==> src/hdl/i2cbm_pkg.sv <==
package i2cbm_pkg;

  // command codes carried in the opcode field
  typedef enum logic [2:0] {
    OP_START    = 3'd0,
    OP_STOP     = 3'd1,
    OP_WAIT_ACK = 3'd2,
    OP_WRITE    = 3'd3,
    OP_READ     = 3'd4,
    OP_ACK      = 3'd5,
    OP_NACK     = 3'd6
  } opcode_t;

  localparam int unsigned BITS_PER_BYTE = 8;

  // configuration register indexes and reset values
  localparam logic REG_SLOT_TICKS     = 1'b0;
  localparam logic REG_ACK_POLL_LIMIT = 1'b1;
  localparam logic [15:0] SLOT_TICKS_RST     = 16'd20;
  localparam logic [15:0] ACK_POLL_LIMIT_RST = 16'd60000;

  // one bus tick offered to the block
  typedef struct packed {
    logic       cmd_valid;
    logic [2:0] opcode;
    logic [7:0] write_data;
    logic       sda_in;
  } tick_t;

  // line drives and status for one tick
  typedef struct packed {
    logic       scl_out;
    logic       sda_out;
    logic       busy_res;
    logic       done_res;
    logic [7:0] read_data;
    logic       ack_seen;
    logic       ack_timeout;
  } result_t;

  // classified tick as held in the queue
  typedef struct packed {
    logic       cmd_go;
    opcode_t    op;
    logic [7:0] wdata;
    logic       sda;
  } entry_t;

  // queue status seen by both sides
  typedef struct packed {
    logic full;
    logic nonempty;
  } q_status_t;

endpackage

==> src/hdl/i2cbm_front.sv <==
module i2cbm_front (
  input  logic               clk,
  input  logic               rst,
  input  logic               tick_valid,
  output logic               tick_stall,
  input  i2cbm_pkg::tick_t   tick,
  input  i2cbm_pkg::q_status_t q_status,
  output logic               push,
  output i2cbm_pkg::entry_t  push_entry
);
  import i2cbm_pkg::*;

  logic seen_reset;

  // hold off requests in the cycle right after reset and whenever the queue is full
  always_ff @(posedge clk) begin
    if (rst) begin
      seen_reset <= 1'b1;
    end else begin
      seen_reset <= 1'b0;
    end
  end

  assign tick_stall = q_status.full | seen_reset;
  assign push       = tick_valid & ~tick_stall;

  // classify: a command only counts when offered with a known opcode
  always_comb begin
    push_entry.cmd_go = tick.cmd_valid & (tick.opcode <= 3'(OP_NACK));
    push_entry.op     = opcode_t'(tick.opcode);
    push_entry.wdata  = tick.write_data;
    push_entry.sda    = tick.sda_in;
  end

endmodule

==> src/hdl/i2cbm_queue.sv <==
module i2cbm_queue #(
  parameter int unsigned DEPTH = 4
) (
  input  logic                 clk,
  input  logic                 rst,
  input  logic                 push,
  input  i2cbm_pkg::entry_t    push_entry,
  input  logic                 pop,
  output i2cbm_pkg::entry_t    head,
  output i2cbm_pkg::q_status_t status
);
  import i2cbm_pkg::*;

  localparam int unsigned PTR_W = $clog2(DEPTH);
  localparam int unsigned CNT_W = $clog2(DEPTH + 1);

  entry_t             entries [DEPTH];
  logic [PTR_W-1:0]   wr_ptr;
  logic [PTR_W-1:0]   rd_ptr;
  logic [CNT_W-1:0]   count;

  // storage, no reset needed
  always_ff @(posedge clk) begin
    if (push) begin
      entries[wr_ptr] <= push_entry;
    end
  end

  // pointers and fill count
  always_ff @(posedge clk) begin
    if (rst) begin
      wr_ptr <= '0;
      rd_ptr <= '0;
      count  <= '0;
    end else begin
      if (push) begin
        wr_ptr <= (wr_ptr == PTR_W'(DEPTH - 1)) ? '0 : wr_ptr + 1'b1;
      end
      if (pop) begin
        rd_ptr <= (rd_ptr == PTR_W'(DEPTH - 1)) ? '0 : rd_ptr + 1'b1;
      end
      if (push && !pop) begin
        count <= count + 1'b1;
      end else if (pop && !push) begin
        count <= count - 1'b1;
      end
    end
  end

  assign head            = entries[rd_ptr];
  assign status.full     = (count == CNT_W'(DEPTH));
  assign status.nonempty = (count != '0);

endmodule

==> src/hdl/i2cbm_back.sv <==
module i2cbm_back (
  input  logic                 clk,
  input  logic                 rst,
  input  logic [15:0]          slot_ticks,
  input  logic [15:0]          ack_poll_limit,
  input  i2cbm_pkg::q_status_t q_status,
  input  i2cbm_pkg::entry_t    head,
  output logic                 pop,
  output logic                 res_valid,
  input  logic                 res_stall,
  output i2cbm_pkg::result_t   res
);
  import i2cbm_pkg::*;

  typedef struct packed {
    logic scl;
    logic sda;
    logic poll_clr;
  } slot_lv_t;

  // levels set on entry to a slot
  function automatic slot_lv_t enter_slot(opcode_t cmd, logic [4:0] idx, logic [1:0] ph,
                                          logic msb, logic scl, logic sda);
    slot_lv_t r;
    r.scl      = scl;
    r.sda      = sda;
    r.poll_clr = 1'b0;
    case (cmd)
      OP_START: begin
        r.scl = 1'b1;
        r.sda = (idx == 5'd0);
      end
      OP_STOP: begin
        if (idx == 5'd0) r.scl = 1'b0;
        else if (idx == 5'd1) r.sda = 1'b0;
        else if (idx == 5'd2) r.scl = 1'b1;
        else r.sda = 1'b1;
      end
      OP_WAIT_ACK: begin
        if (idx == 5'd0) begin
          r.scl = 1'b0;
          r.sda = 1'b1;
        end else if (idx == 5'd1) begin
          r.scl      = 1'b1;
          r.poll_clr = 1'b1;
        end else if (idx == 5'd3) begin
          r.scl = 1'b0;
        end
      end
      OP_WRITE: begin
        if (idx >= 5'(3 * BITS_PER_BYTE)) r.scl = 1'b0;
        else if (ph == 2'd0) r.scl = 1'b0;
        else if (ph == 2'd1) r.sda = msb;
        else r.scl = 1'b1;
      end
      OP_READ: begin
        r.sda = 1'b1;
        r.scl = idx[0];
      end
      default: begin
        if (idx == 5'd0) r.scl = 1'b0;
        else if (idx == 5'd1) r.sda = (cmd == OP_NACK);
        else if (idx == 5'd2) r.scl = 1'b1;
        else r.scl = 1'b0;
      end
    endcase
    return r;
  endfunction

  // number of slots in each command
  function automatic logic [4:0] slot_count(opcode_t cmd);
    case (cmd)
      OP_START: return 5'd3;
      OP_WRITE: return 5'(3 * BITS_PER_BYTE + 1);
      OP_READ:  return 5'(2 * BITS_PER_BYTE);
      default:  return 5'd4;
    endcase
  endfunction

  // sequencer registers
  logic        scl_level, sda_level, running;
  opcode_t     active_cmd;
  logic [4:0]  slot_index;
  logic [1:0]  bit_phase;
  logic [15:0] slot_counter, poll_counter;
  logic [7:0]  shift_reg, rd_byte;
  logic        ack_seen_r, ack_timeout_r;

  logic        scl_level_next, sda_level_next, running_next;
  opcode_t     active_cmd_next;
  logic [4:0]  slot_index_next;
  logic [1:0]  bit_phase_next;
  logic [15:0] slot_counter_next, poll_counter_next;
  logic [7:0]  shift_reg_next, rd_byte_next;
  logic        ack_seen_next, ack_timeout_next;

  result_t     res_calc;
  logic [15:0] slot_len;
  logic        advance;
  slot_lv_t    lv;

  // take the next tick when the output register is free or being drained
  assign pop      = q_status.nonempty & (~res_valid | ~res_stall);
  assign slot_len = (slot_ticks == 16'd0) ? 16'd1 : slot_ticks;

  // one tick of the bus sequencer
  always_comb begin
    scl_level_next    = scl_level;
    sda_level_next    = sda_level;
    running_next      = running;
    active_cmd_next   = active_cmd;
    slot_index_next   = slot_index;
    bit_phase_next    = bit_phase;
    slot_counter_next = slot_counter;
    poll_counter_next = poll_counter;
    shift_reg_next    = shift_reg;
    rd_byte_next      = rd_byte;
    ack_seen_next     = ack_seen_r;
    ack_timeout_next  = ack_timeout_r;
    advance           = 1'b0;
    lv                = '0;
    res_calc          = '0;

    if (pop) begin
      // start a new command when idle
      if (!running && head.cmd_go) begin
        running_next      = 1'b1;
        active_cmd_next   = head.op;
        slot_index_next   = 5'd0;
        bit_phase_next    = 2'd0;
        slot_counter_next = 16'd0;
        poll_counter_next = 16'd0;
        shift_reg_next    = (head.op == OP_WRITE) ? head.wdata : 8'd0;
        lv = enter_slot(active_cmd_next, 5'd0, 2'd0, shift_reg_next[7],
                        scl_level_next, sda_level_next);
        scl_level_next = lv.scl;
        sda_level_next = lv.sda;
      end
      res_calc.scl_out = scl_level_next;
      res_calc.sda_out = sda_level_next;

      if (running_next) begin
        res_calc.busy_res = 1'b1;
        if (active_cmd_next == OP_WAIT_ACK && slot_index_next == 5'd1) begin
          // poll phase
          if (!head.sda) begin
            ack_seen_next    = 1'b1;
            ack_timeout_next = 1'b0;
            advance          = 1'b1;
          end else begin
            poll_counter_next = poll_counter_next + 16'd1;
            if (poll_counter_next >= ack_poll_limit) begin
              ack_seen_next    = 1'b0;
              ack_timeout_next = 1'b1;
              advance          = 1'b1;
            end
          end
        end else if ({1'b0, slot_counter_next} + 17'd1 >= {1'b0, slot_len}) begin
          // end of slot: shift out or sample in
          advance = 1'b1;
          if (active_cmd_next == OP_WRITE && slot_index_next < 5'(3 * BITS_PER_BYTE) &&
              bit_phase_next == 2'd2) begin
            shift_reg_next = {shift_reg_next[6:0], 1'b0};
          end
          if (active_cmd_next == OP_READ && slot_index_next[0]) begin
            shift_reg_next = {shift_reg_next[6:0], head.sda};
          end
        end else begin
          slot_counter_next = slot_counter_next + 16'd1;
        end

        // move to the next slot or finish
        if (advance) begin
          slot_index_next   = slot_index_next + 5'd1;
          bit_phase_next    = (bit_phase_next == 2'd2) ? 2'd0 : bit_phase_next + 2'd1;
          slot_counter_next = 16'd0;
          if (slot_index_next >= slot_count(active_cmd_next)) begin
            res_calc.done_res = 1'b1;
            running_next      = 1'b0;
            if (active_cmd_next == OP_READ) rd_byte_next = shift_reg_next;
            slot_index_next = 5'd0;
          end else begin
            lv = enter_slot(active_cmd_next, slot_index_next, bit_phase_next,
                            shift_reg_next[7], scl_level_next, sda_level_next);
            scl_level_next = lv.scl;
            sda_level_next = lv.sda;
            if (lv.poll_clr) poll_counter_next = 16'd0;
          end
        end
      end
      res_calc.read_data   = rd_byte_next;
      res_calc.ack_seen    = ack_seen_next;
      res_calc.ack_timeout = ack_timeout_next;
    end
  end

  // sequencer state
  always_ff @(posedge clk) begin
    if (rst) begin
      scl_level     <= 1'b1;
      sda_level     <= 1'b1;
      running       <= 1'b0;
      active_cmd    <= OP_START;
      slot_index    <= 5'd0;
      bit_phase     <= 2'd0;
      slot_counter  <= 16'd0;
      poll_counter  <= 16'd0;
      shift_reg     <= 8'd0;
      rd_byte       <= 8'd0;
      ack_seen_r    <= 1'b0;
      ack_timeout_r <= 1'b0;
    end else begin
      scl_level     <= scl_level_next;
      sda_level     <= sda_level_next;
      running       <= running_next;
      active_cmd    <= active_cmd_next;
      slot_index    <= slot_index_next;
      bit_phase     <= bit_phase_next;
      slot_counter  <= slot_counter_next;
      poll_counter  <= poll_counter_next;
      shift_reg     <= shift_reg_next;
      rd_byte       <= rd_byte_next;
      ack_seen_r    <= ack_seen_next;
      ack_timeout_r <= ack_timeout_next;
    end
  end

  // output register
  always_ff @(posedge clk) begin
    if (rst) begin
      res_valid <= 1'b0;
    end else begin
      res_valid <= pop | (res_valid & res_stall);
    end
  end

  always_ff @(posedge clk) begin
    if (pop) begin
      res <= res_calc;
    end
  end

endmodule

==> src/hdl/i2c_bit_level_master_core.sv <==
// channel   direction  handshake                payload
// tick      in         tick_valid / tick_stall  tick  (cmd_valid, opcode, write_data, sda_in)
// res       out        res_valid / res_stall    res   (scl_out ... ack_timeout)
// config    in         psel/penable/pwrite      paddr[2] selects slot_ticks or ack_poll_limit
//
// one tick request is taken per cycle while tick_stall is low and gives one result; a taken
// tick is written into the queue, and when the back pops it, its result is registered in the
// output register and offered from there.
// synchronous reset clears the queue, the sequencer and the output register
// and loads slot_ticks 20, ack_poll_limit 60000; tick_stall is high the cycle after.
// a stalled result holds; ticks keep entering until QUEUE_DEPTH are waiting.
module i2c_bit_level_master_core #(
  parameter int unsigned QUEUE_DEPTH = 4
) (
  input  logic               clk,
  input  logic               rst,
  input  logic               tick_valid,
  output logic               tick_stall,
  input  i2cbm_pkg::tick_t   tick,
  output logic               res_valid,
  input  logic               res_stall,
  output i2cbm_pkg::result_t res,
  input  logic               psel,
  input  logic               penable,
  input  logic               pwrite,
  input  logic [2:0]         paddr,
  input  logic [31:0]        pwdata,
  output logic [31:0]        prdata,
  output logic               pready
);
  import i2cbm_pkg::*;

  logic [15:0] slot_ticks;
  logic [15:0] ack_poll_limit;
  logic        cfg_write;
  logic        push;
  logic        pop;
  entry_t      push_entry;
  entry_t      head;
  q_status_t   q_status;

  // configuration registers
  assign pready    = 1'b1;
  assign cfg_write = psel & penable & pwrite & pready;

  always_ff @(posedge clk) begin
    if (rst) begin
      slot_ticks     <= SLOT_TICKS_RST;
      ack_poll_limit <= ACK_POLL_LIMIT_RST;
    end else if (cfg_write) begin
      case (paddr[2])
        REG_SLOT_TICKS:     slot_ticks     <= pwdata[15:0];
        REG_ACK_POLL_LIMIT: ack_poll_limit <= pwdata[15:0];
        default:            slot_ticks     <= slot_ticks;
      endcase
    end
  end

  // register read back
  always_comb begin
    case (paddr[2])
      REG_SLOT_TICKS:     prdata = {16'd0, slot_ticks};
      REG_ACK_POLL_LIMIT: prdata = {16'd0, ack_poll_limit};
      default:            prdata = 32'd0;
    endcase
  end

  // front: accept and classify ticks
  i2cbm_front u_front (
    .clk        (clk),
    .rst        (rst),
    .tick_valid (tick_valid),
    .tick_stall (tick_stall),
    .tick       (tick),
    .q_status   (q_status),
    .push       (push),
    .push_entry (push_entry)
  );

  // queue between front and back
  i2cbm_queue #(
    .DEPTH (QUEUE_DEPTH)
  ) u_queue (
    .clk        (clk),
    .rst        (rst),
    .push       (push),
    .push_entry (push_entry),
    .pop        (pop),
    .head       (head),
    .status     (q_status)
  );

  // back: bus sequencer and result register
  i2cbm_back u_back (
    .clk            (clk),
    .rst            (rst),
    .slot_ticks     (slot_ticks),
    .ack_poll_limit (ack_poll_limit),
    .q_status       (q_status),
    .head           (head),
    .pop            (pop),
    .res_valid      (res_valid),
    .res_stall      (res_stall),
    .res            (res)
  );

endmodule

==> config.mk <==
export PLATFORM = sky130hd
export DESIGN_NAME = i2c_bit_level_master_core
export DESIGN_NICKNAME = d
export VERILOG_FILES = /design/src/hdl/i2cbm_pkg.sv /design/src/hdl/i2cbm_front.sv /design/src/hdl/i2cbm_queue.sv /design/src/hdl/i2cbm_back.sv /design/src/hdl/i2c_bit_level_master_core.sv
export SDC_FILE = /design/constraint.sdc
export NUM_CORES = 1
export LEC_CHECK = 0
export ABC_AREA = 0
export BUFFER_PORTS_ARGS = -buffer_cell sky130_fd_sc_hd__buf_2
export CAP_MARGIN = 20
export CORE_ASPECT_RATIO = 0.9
export CORE_MARGIN = 4
export CORE_UTILIZATION = 30
export CTS_CLUSTER_SIZE = 16
export DETAILED_ROUTE_END_ITERATION = 6
export PLACE_DENSITY = 0.5
export SYNTH_ARGS = -nofsm -noshare
export SYNTH_HDL_FRONTEND = slang
export SYNTH_SLANG_ARGS = --single-unit
==> constraint.sdc <==
create_clock -name clk -period 5.65 [get_ports clk]
set_clock_uncertainty 0.1 [all_clocks]
set_input_delay 0.2825 -clock clk [delete_from_list [all_inputs] [get_ports clk]]
set_output_delay 0.2825 -clock clk [all_outputs]
set_load 0.005 [all_outputs]
* Yosys cells after proc, flatten, opt, wreduce, memory -nomap -nowiden
Memories as Yosys holds them, arrays and structs flattened. A register that Yosys moved wholly into a read port is not among the register bits. Index checks and enable logic that the tools add are counted.
Word-level totals: flip-flop bits (word level) 118, memory bits (writable) 52, input port bits 55, output and inout bits 49, word-level logic and storage cells 206, memories 1
Memories:
- u_queue.entries | words 4, width 13, read ports 1, clocked after memory_dff 1, write ports 1, RTL line i2cbm_queue.sv:17 | entry_t entries [DEPTH];
Operators by class: add/sub/neg operators 9, order comparisons 6, equal/unequal tests 17, muxes and demuxes 113, bitwise operators 13, reduce and logical (&&, ||, !) cells 21
Operators by type and width (count):
- $mux 16 | 15
- $mux 8 | 11
- $pmux 32 s2 | 1
- $mux 1 | 62
- $mux 5 | 8
- $add 16x1->16 const B | 2
- $mux 2 | 10
- $add 16x1->17 const B | 1
- $ge 17x16->1 | 1
- $ge 16x16->1 | 1
- $logic_not 16->1 | 1
- $pmux 5 s3 | 1
- $eq 3x2->1 const B | 4
- $eq 3x3->1 const B | 4
- $mux 3 | 4
- $eq 5x1->1 const B | 2
- $eq 5x2->1 const B | 2
- $pmux 2 s5 | 1
- $logic_and 1x1->1 | 7
- $add 2x1->2 const B | 3
- $and 1x1->1 | 6
- $eq 2x2->1 const B | 3
- $logic_not 3->1 | 2
- $reduce_and 2->1 | 3
- 17 further kinds | 24

* Depth between registers and ports, before layout
Gate-level depths: netlist (run 1).
depth in word-level cells 23, depth in mapped cells 24, gate-level depth less buffers 19

* Hierarchy
A second synthesis (run 1) with hierarchy kept.
Unflattened totals: cell total of the unflattened synthesis 1033, area, all modules 9943.3 um^2
By module, submodules not included:
- i2cbm_back | times used 1, cells an instance 733, area an instance 5766.8 um^2, seq. area each 1701.6 um^2
- i2cbm_queue | times used 1, cells an instance 111, area an instance 2323.5 um^2, seq. area each 1741.7 um^2
- i2c_bit_level_master_core | times used 1, cells an instance 171, area an instance 1714.1 um^2, seq. area each 640.6 um^2
- i2cbm_front | times used 1, cells an instance 18, area an instance 138.9 um^2, seq. area each 20.0 um^2

* Least setup slack after synthesis (run 1)
No wires, ideal clock.
path kind register to register, start register with a tool-made name, end register, netlist name u_back.res[2], setup time 260 ps, arrival 5610 ps, data required time 5290 ps, setup slack -321 ps, stages on the path, launching flop included 24, buffers on the path 5, clock period less this slack 5971 ps, cell sequence dfxtp_1 buf_2 mux2i_1 o22a_1 clkbuf_1 clkbuf_1 clkbuf_1 and2_1 ha_1 nand4_1 nor4_1 nand3_1 or3_1 a21oi_1 ha_1 nand4_1 nor2_1 o2111ai_1 o21ai_0 or3_4 nand3_2 or4_1 buf_4 mux2_4

==> impl_metrics.csv, run 1 <==
group,metric,value,unit
floorplan,coreArea,31000,um^2
synth,async_reset_ff_frac,0,
floorplan,fp-row-count,61,
timing,drv_slew,0,
clock_tree,cts_root_buf,"clkbuf_16",
critical_path,path_max_fanout,8,
global_route,grt.total_usage,0.145,
pwr,ir_drop,0.194,mV
floorplan,dieWidth,195,um
layout,drive_above_1_share,0.157,
layout,largest_reg_flops,52,
layout,top_register,"u_queue.entries",
layout,syn_to_final_growth,18.8,%
pwr,p_per_area,387,nW/um^2
timing,rsz0062_at_grt,"no",
clock_tree,cts.sinks,172,
synth,synthTopCellsByCount,"139 x nand2_1, 106 x dfxtp_1, 94 x a21oi_1, 83 x nor2_1, 66 x edfxtp_1",
critical_path,cp_slowest_cell,"nor4_2",
clock_tree,htree_levels,4,
clock_tree,worstSkewPairLatency,0.44,ns
floorplan,num_io_pins,104,
job,maxCapViolCount,0,
pwr,leakage,4.33,nW
routing,drcViolationCount,0,
timing,hold_slack,0.141,ns
timing,max_freq,194,MHz
pwr,share_comb_of_total_power,0.364,
synth,synth.avg_cell_area,9.23,um^2
floorplan,initial_utilization,0.306,
floorplan,dieArea,34500,um^2
synth,netlist_instances,1026,
timing,final_hold_viol_count,0,
synth,synthFlopType,"dfxtp_1",
synth,yosysTopAreaCell,"dfxtp_1",
global_route,grt_pass1_vias,7382,
critical_path,crit_required,5.91,ns
clock_tree,cts_made_buffers,17,
pwr,p_clk_frac,0.287,
critical_path,cpPeakStageDelay,0.60,ns
timing,fin_crit_sh,0.914,
pwr,p_sw_frac,0.392,
pwr,p_seq_frac,0.349,
routing,drt_iter0_markers,550,
outcome,status,"finished clean",
synth,synth_cell_type_count,72,
routing,drt_wl_total,25200,um
critical_path,crit_path_frequent_cell,"nor2_1",
synth,synth_edf_count,66,
synth,synth_area,9470,um^2
routing,ant_nets,0,
global_route,grt_first_pass_wirelength,40400,um
synth,yosysWarnings,0,
timing,max_slew_margin,0.445,
critical_path,critical_path_class,"register to register",
place,gp_congestion,0.814,
pwr,internal_power,2.65,mW
timing,tns,0,ns
layout,finalNetCount,1229,
clock_tree,cts_tree,"built",
layout,fin_util,0.363,
synth,synth_top_cell_area_share,0.224,
critical_path,cp-end-kind,"register",
critical_path,crit_chain,"mux2i_1 -> o22a_2 -> and2_1 -> ha_1 -> nand3_1 -> nor3_1 -> buf_4 -> nand3_1 -> nor2_1 -> xnor2_1 -> nor2_1 -> ha_1 -> nand4_1 -> nor2_1 -> a31oi_1 -> o211ai_1 -> nor3_4 -> buf_4 -> nor4_2 -> nand4_1 -> a41oi_1",
routing,dr.pass1.iters,5,
timing,fin_crit,5.17,ns
synth,yosysMostFrequentCell,"nand2_1",
global_route,grt_max_degree,44,
layout,diodes,0,
global_route,grt_overflow_total,0,
place,io_buffers,68,
layout,nFillCells,3197,
critical_path,arrival,5.42,ns
global_route,antenna_found_initial,0,
routing,viasPerCell,5.00,
place,hpwl,17900,um
timing,tightest_slew,0.833,ns
routing,wl_per_cell,16.3,um
critical_path,start_kind,"register",
pwr,p_switching,1.71,mW
synth,synthTopCellsByArea,"dfxtp_1 22%, edfxtp_1 21%, ha_1 6.5%",
worst_hold_path,hp-class,"input port to register",
synth,synth-seq-cells,172,
clock_tree,cts_buffer_depth,2,
clock_tree,cts.clk_slew.worst_paths,0.08,ns
timing,finalSetupViolCount,0,
routing,route.vias.total,7733,
synth,seq_area_frac_synth,0.433,
floorplan,dieHeight,177,um
==> timing repair <==
item / CTS / global route
hold buffers: 29 / 0
resized for setup: 0 / 4
endpoints found under the hold margin: 78 / 0
setup buffers: 0 / 2
setup endpoints to repair: 0 / 44
==> cells by family (layout without fill, tap and decap cells) <==
logic type,count (synthesis),in the layout,synth area share
AOI/OAI and AO/OA,253,253,0.169
and+or+nand+nor,355,355,0.178
buffers and inverters,117,213,0.0555
muxes,47,47,0.0680
adders and majority gates,50,50,0.0669
other,2,17,0.000793
xor gates and xnor gates,30,30,0.0277
DFF,172,172,0.433
==> final timing paths <==
path / from / endpoint / depth (start not counted) / slack (ns)
worst max-delay path: register / u_back.sda_level$_SDFFE_PP1P_ / 21 / 0.48
worst min-delay path: tick[12] / u_queue.entries[2][12]$_DFFE_PP_ / 3 / 0.14
worst max register to register: register / u_back.sda_level$_SDFFE_PP1P_ / 21 / 0.48
worst min register to register: u_back.ack_timeout_r$_SDFFE_PP0P_ / u_back.ack_timeout_r$_SDFFE_PP0P_ / 2 / 0.37
==> critical path, delay by kind of cell (launching register included) <==
kind	cells	cell delay (ns)
xor+xnor	1	0.13
fa+ha+maj	2	0.59
flops	1	0.42
compound gates	4	1.00
simple gates	11	2.22
buf+inv	2	0.35
mux	1	0.27
==> cell usage in the layout, fill, tap and decap left out, drive strengths merged, types with 25 or more instances in the layout <==
| cell | netlist | routed |
|---|---|---|
| o21ai | 60 | 60 |
| nor2 | 84 | 84 |
| ha | 49 | 49 |
| edfxtp | 66 | 66 |
| dlygate4sd3 | 0 | 29 |
| a21oi | 96 | 96 |
| nand2 | 140 | 140 |
| buf | 32 | 100 |
| dfxtp | 106 | 106 |
| mux2i | 25 | 25 |
| inv | 52 | 58 |
| nand3 | 29 | 29 |
==> stage by stage <==
step                      worst slack [ns]  instance area (um^2)  instances  total power [mW]
after floorplan                     0.0404                  9540       1041              2.58
after global placement               0.270                 10300       1483              3.10
after detailed placement             0.242                 10300       1483              3.11
after CTS                            0.202                 11200       1544              4.39
after global routing                0.0904                 11300       1546              4.62
final                                0.484                 11300       1546              4.35
==> power groups by stage <==
stage	logic (mW)	clock network, mW	registers [mW]
3_5_place_dp	1.56	0	1.55
5_1_grt	1.76	1.33	1.53
6_report	1.59	1.25	1.52
4_1_cts	1.58	1.29	1.52
2_1_floorplan	1.05	0	1.53
3_3_place_gp	1.55	0	1.55
==> layout make-up <==
type,instances,area (um^2),share of cell area
Clock buffer,17,425,0.0378
Clock inverter,15,214,0.0190
Inverter,52,195,0.0173
Multi-Input combinational cell,752,4930,0.438
Sequential cell,172,4100,0.365
Tap cell,409,512,0.0455
Timing Repair Buffer,129,871,0.0774
==> routing by layer <==
metal,part of all wire,GRT usage
met3,0.031,0.0223
met4,0.0081,0.0308
met1,0.50,0.214
met2,0.46,0.225
met5,0,0
Note: power is estimated with default switching activity, not from simulation.
==> run 2, diff against run 1 <==
PLACE_DENSITY = default   (was 0.5)
RECOVER_POWER = 100   (was default)
==> run 2 against run 1 <==
Against the previous run:
- the flow now finishes with violations (max-capacitance violations, max-slew violations)
- sequential cell count unchanged
- fmax decreased by 2.1%
- cell count decreased by 0.19%
- first-iteration DRC count decreased by 7.1%
- core utilization decreased by 0.28 points
- via count decreased by 0.63%
- die area unchanged
- critical endpoint is now u_back.res[2]$_DFFE_PP_
- largest cell class unchanged
==> impl_metrics.csv, run 2 (synthesis results as in run 1) <==
group,metric,value,unit
outcome,status,"finished, violations left",
outcome,violations,"max-capacitance violations, max-slew violations",
layout,largest_reg_flops,52,
timing,max_freq,190,MHz
clock_tree,worstSkewPairLatency,0.44,ns
clock_tree,cts_root_buf,"clkbuf_16",
floorplan,fp-row-count,61,
routing,wl_per_cell,15.5,um
place,gp_congestion,0.836,
critical_path,arrival,5.36,ns
clock_tree,htree_levels,4,
timing,drv_slew,81,
clock_tree,cts_tree,"built",
clock_tree,cts.sinks,172,
floorplan,dieWidth,195,um
floorplan,initial_utilization,0.306,
clock_tree,cts.clk_slew.worst_paths,0.07,ns
critical_path,start_kind,"register",
layout,layout_common_cells,"139 x nand2_1, 106 x dfxtp_1, 95 x a21oi_1",
layout,finalNetCount,1226,
global_route,antenna_found_initial,0,
routing,drt_wl_total,24000,um
critical_path,cp-end-kind,"register",
floorplan,coreArea,31000,um^2
worst_hold_path,hp-class,"input port to register",
layout,diodes,0,
layout,final_common_cell,"nand2_1",
timing,tightest_slew,2.11,ns
critical_path,r2r_cells,18,
timing,hold_slack,0.149,ns
pwr,ir_drop,0.228,mV
clock_tree,cts_made_buffers,17,
floorplan,dieArea,34500,um^2
pwr,p_per_area,390,nW/um^2
place,io_buffers,68,
routing,drcViolationCount,0,
routing,ant_nets,0,
timing,finalSetupViolCount,0,
floorplan,num_io_pins,104,
timing,tns,0,ns
job,maxCapViolCount,2,
timing,final_hold_viol_count,0,
pwr,leakage,4.16,nW
critical_path,crit_required,5.74,ns
timing,rsz0062_at_grt,"no",
critical_path,r2r-end,"u_back.res[2]$_DFFE_PP_",
routing,route.vias.total,7684,
layout,syn_to_final_growth,17.9,%
clock_tree,cts_buffer_depth,2,
routing,viasPerCell,4.98,
critical_path,endpoint,"u_back.res[2]$_DFFE_PP_",
timing,max_slew_margin,-0.406,
global_route,grt_first_pass_wirelength,39200,um
global_route,grt_overflow_total,0,
layout,top_register,"u_queue.entries",
floorplan,dieHeight,177,um
critical_path,reg2reg_slack,0.37,ns
global_route,grt_max_degree,44,
critical_path,critical_path_class,"register to register",
timing,fin_crit_sh,0.934,
place,hpwl,17600,um
timing,fin_crit,5.28,ns
critical_path,path_max_fanout,9,
routing,dr.pass1.iters,5,
global_route,grt.total_usage,0.139,
global_route,grt_pass1_vias,7443,
routing,drt_iter0_markers,511,
layout,drive_above_1_share,0.111,
-- run 2: changes by cell type in the layout (fill, tap and decap cells not counted), sizes merged --
| cell | delta |
|---|---|
| clkbuf | +47 |
| bufinv | +1 |
| buf | -50 |
| inv | -1 |
-- run 2: report_power, final --
| group | switching (mW) | internal (mW) | leakage [nW] |
|---|---|---|---|
| clock | 0.582 | 0.691 | 0.313 |
| sequential | 0.0815 | 1.45 | 1.47 |
| combinational | 1.02 | 0.535 | 2.38 |
-- run 2: how the worst min path moves through the flow --
stage          depth (start not counted)                             start  slack, ns                          endpoint
6_report                               3                          tick[12]       0.15  u_queue.entries[1][12]$_DFFE_PP_
5_1_grt                                3                          tick[12]       0.15  u_queue.entries[1][12]$_DFFE_PP_
4_1_cts                                3                          tick[12]       0.14  u_queue.entries[1][12]$_DFFE_PP_
3_5_place_dp                           2  u_back.shift_reg[0]$_SDFFE_PP0P_       0.35  u_back.shift_reg[0]$_SDFFE_PP0P_
3_3_place_gp                           2  u_back.shift_reg[0]$_SDFFE_PP0P_       0.34  u_back.shift_reg[0]$_SDFFE_PP0P_
2_1_floorplan                          0                               rst       0.21        u_front.seen_reset$_DFF_P_
-- run 2: timing repair --
action / 4_1_cts / 5_1_grt
buffers inserted: 0 / 1
endpoints found under the hold margin: 79 / 0
resized for setup: 0 / 4
setup endpoints to repair: 0 / 32
hold buffers: 29 / 0
-- run 2: metrics by stage --
step | setup slack (ns) | util | instance area [um^2] | instances | power (mW)
2_1_floorplan | 0.0404 | - | 9540 | 1041 | 2.58
4_1_cts | 0.0505 | 0.362 | 11200 | 1542 | 4.39
6_report | 0.374 | 0.360 | 11200 | 1543 | 4.35
5_1_grt | 0.0186 | 0.360 | 11200 | 1543 | 4.62
3_5_place_dp | 0.0691 | 0.332 | 10300 | 1481 | 3.10
3_3_place_gp | 0.202 | 0.331 | 10300 | 1480 | 3.08
-- run 2: critical path, cell delays in order, from the launching register on --
cell and delay [ns]:
dfxtp_1 0.40, mux2i_1 0.26, o22a_2 0.34, and2_1 0.21
ha_1 0.22, nand4_1 0.12, nor4_2 0.24, nand3_1 0.24
or3_1 0.39, a21oi_1 0.25, ha_1 0.18, nand4_1 0.17
nor2_1 0.15, o2111ai_1 0.15, o21ai_2 0.32, or3_4 0.24
nand3_2 0.14, or4_4 0.58, mux2_4 0.33
-- run 2: area by class of cell --
type	instances	area, um^2
clock buffers	17	425
repair buffers	126	781
fillers	3184	19800
clock inverters	15	233
flip-flops and latches	172	4100
well taps	409	512
inverters	52	195
multi-input cells	752	4920
-- run 2: routing by layer --
metal / vias up / share of wire / global-route usage
li1: 3853 / - / -
met1: 3638 / 0.49 / 0.198
met2: 173 / 0.46 / 0.220
met3: 20 / 0.039 / 0.0212
met4: 0 / 0.011 / 0.0375
met5: - / 0 / 0
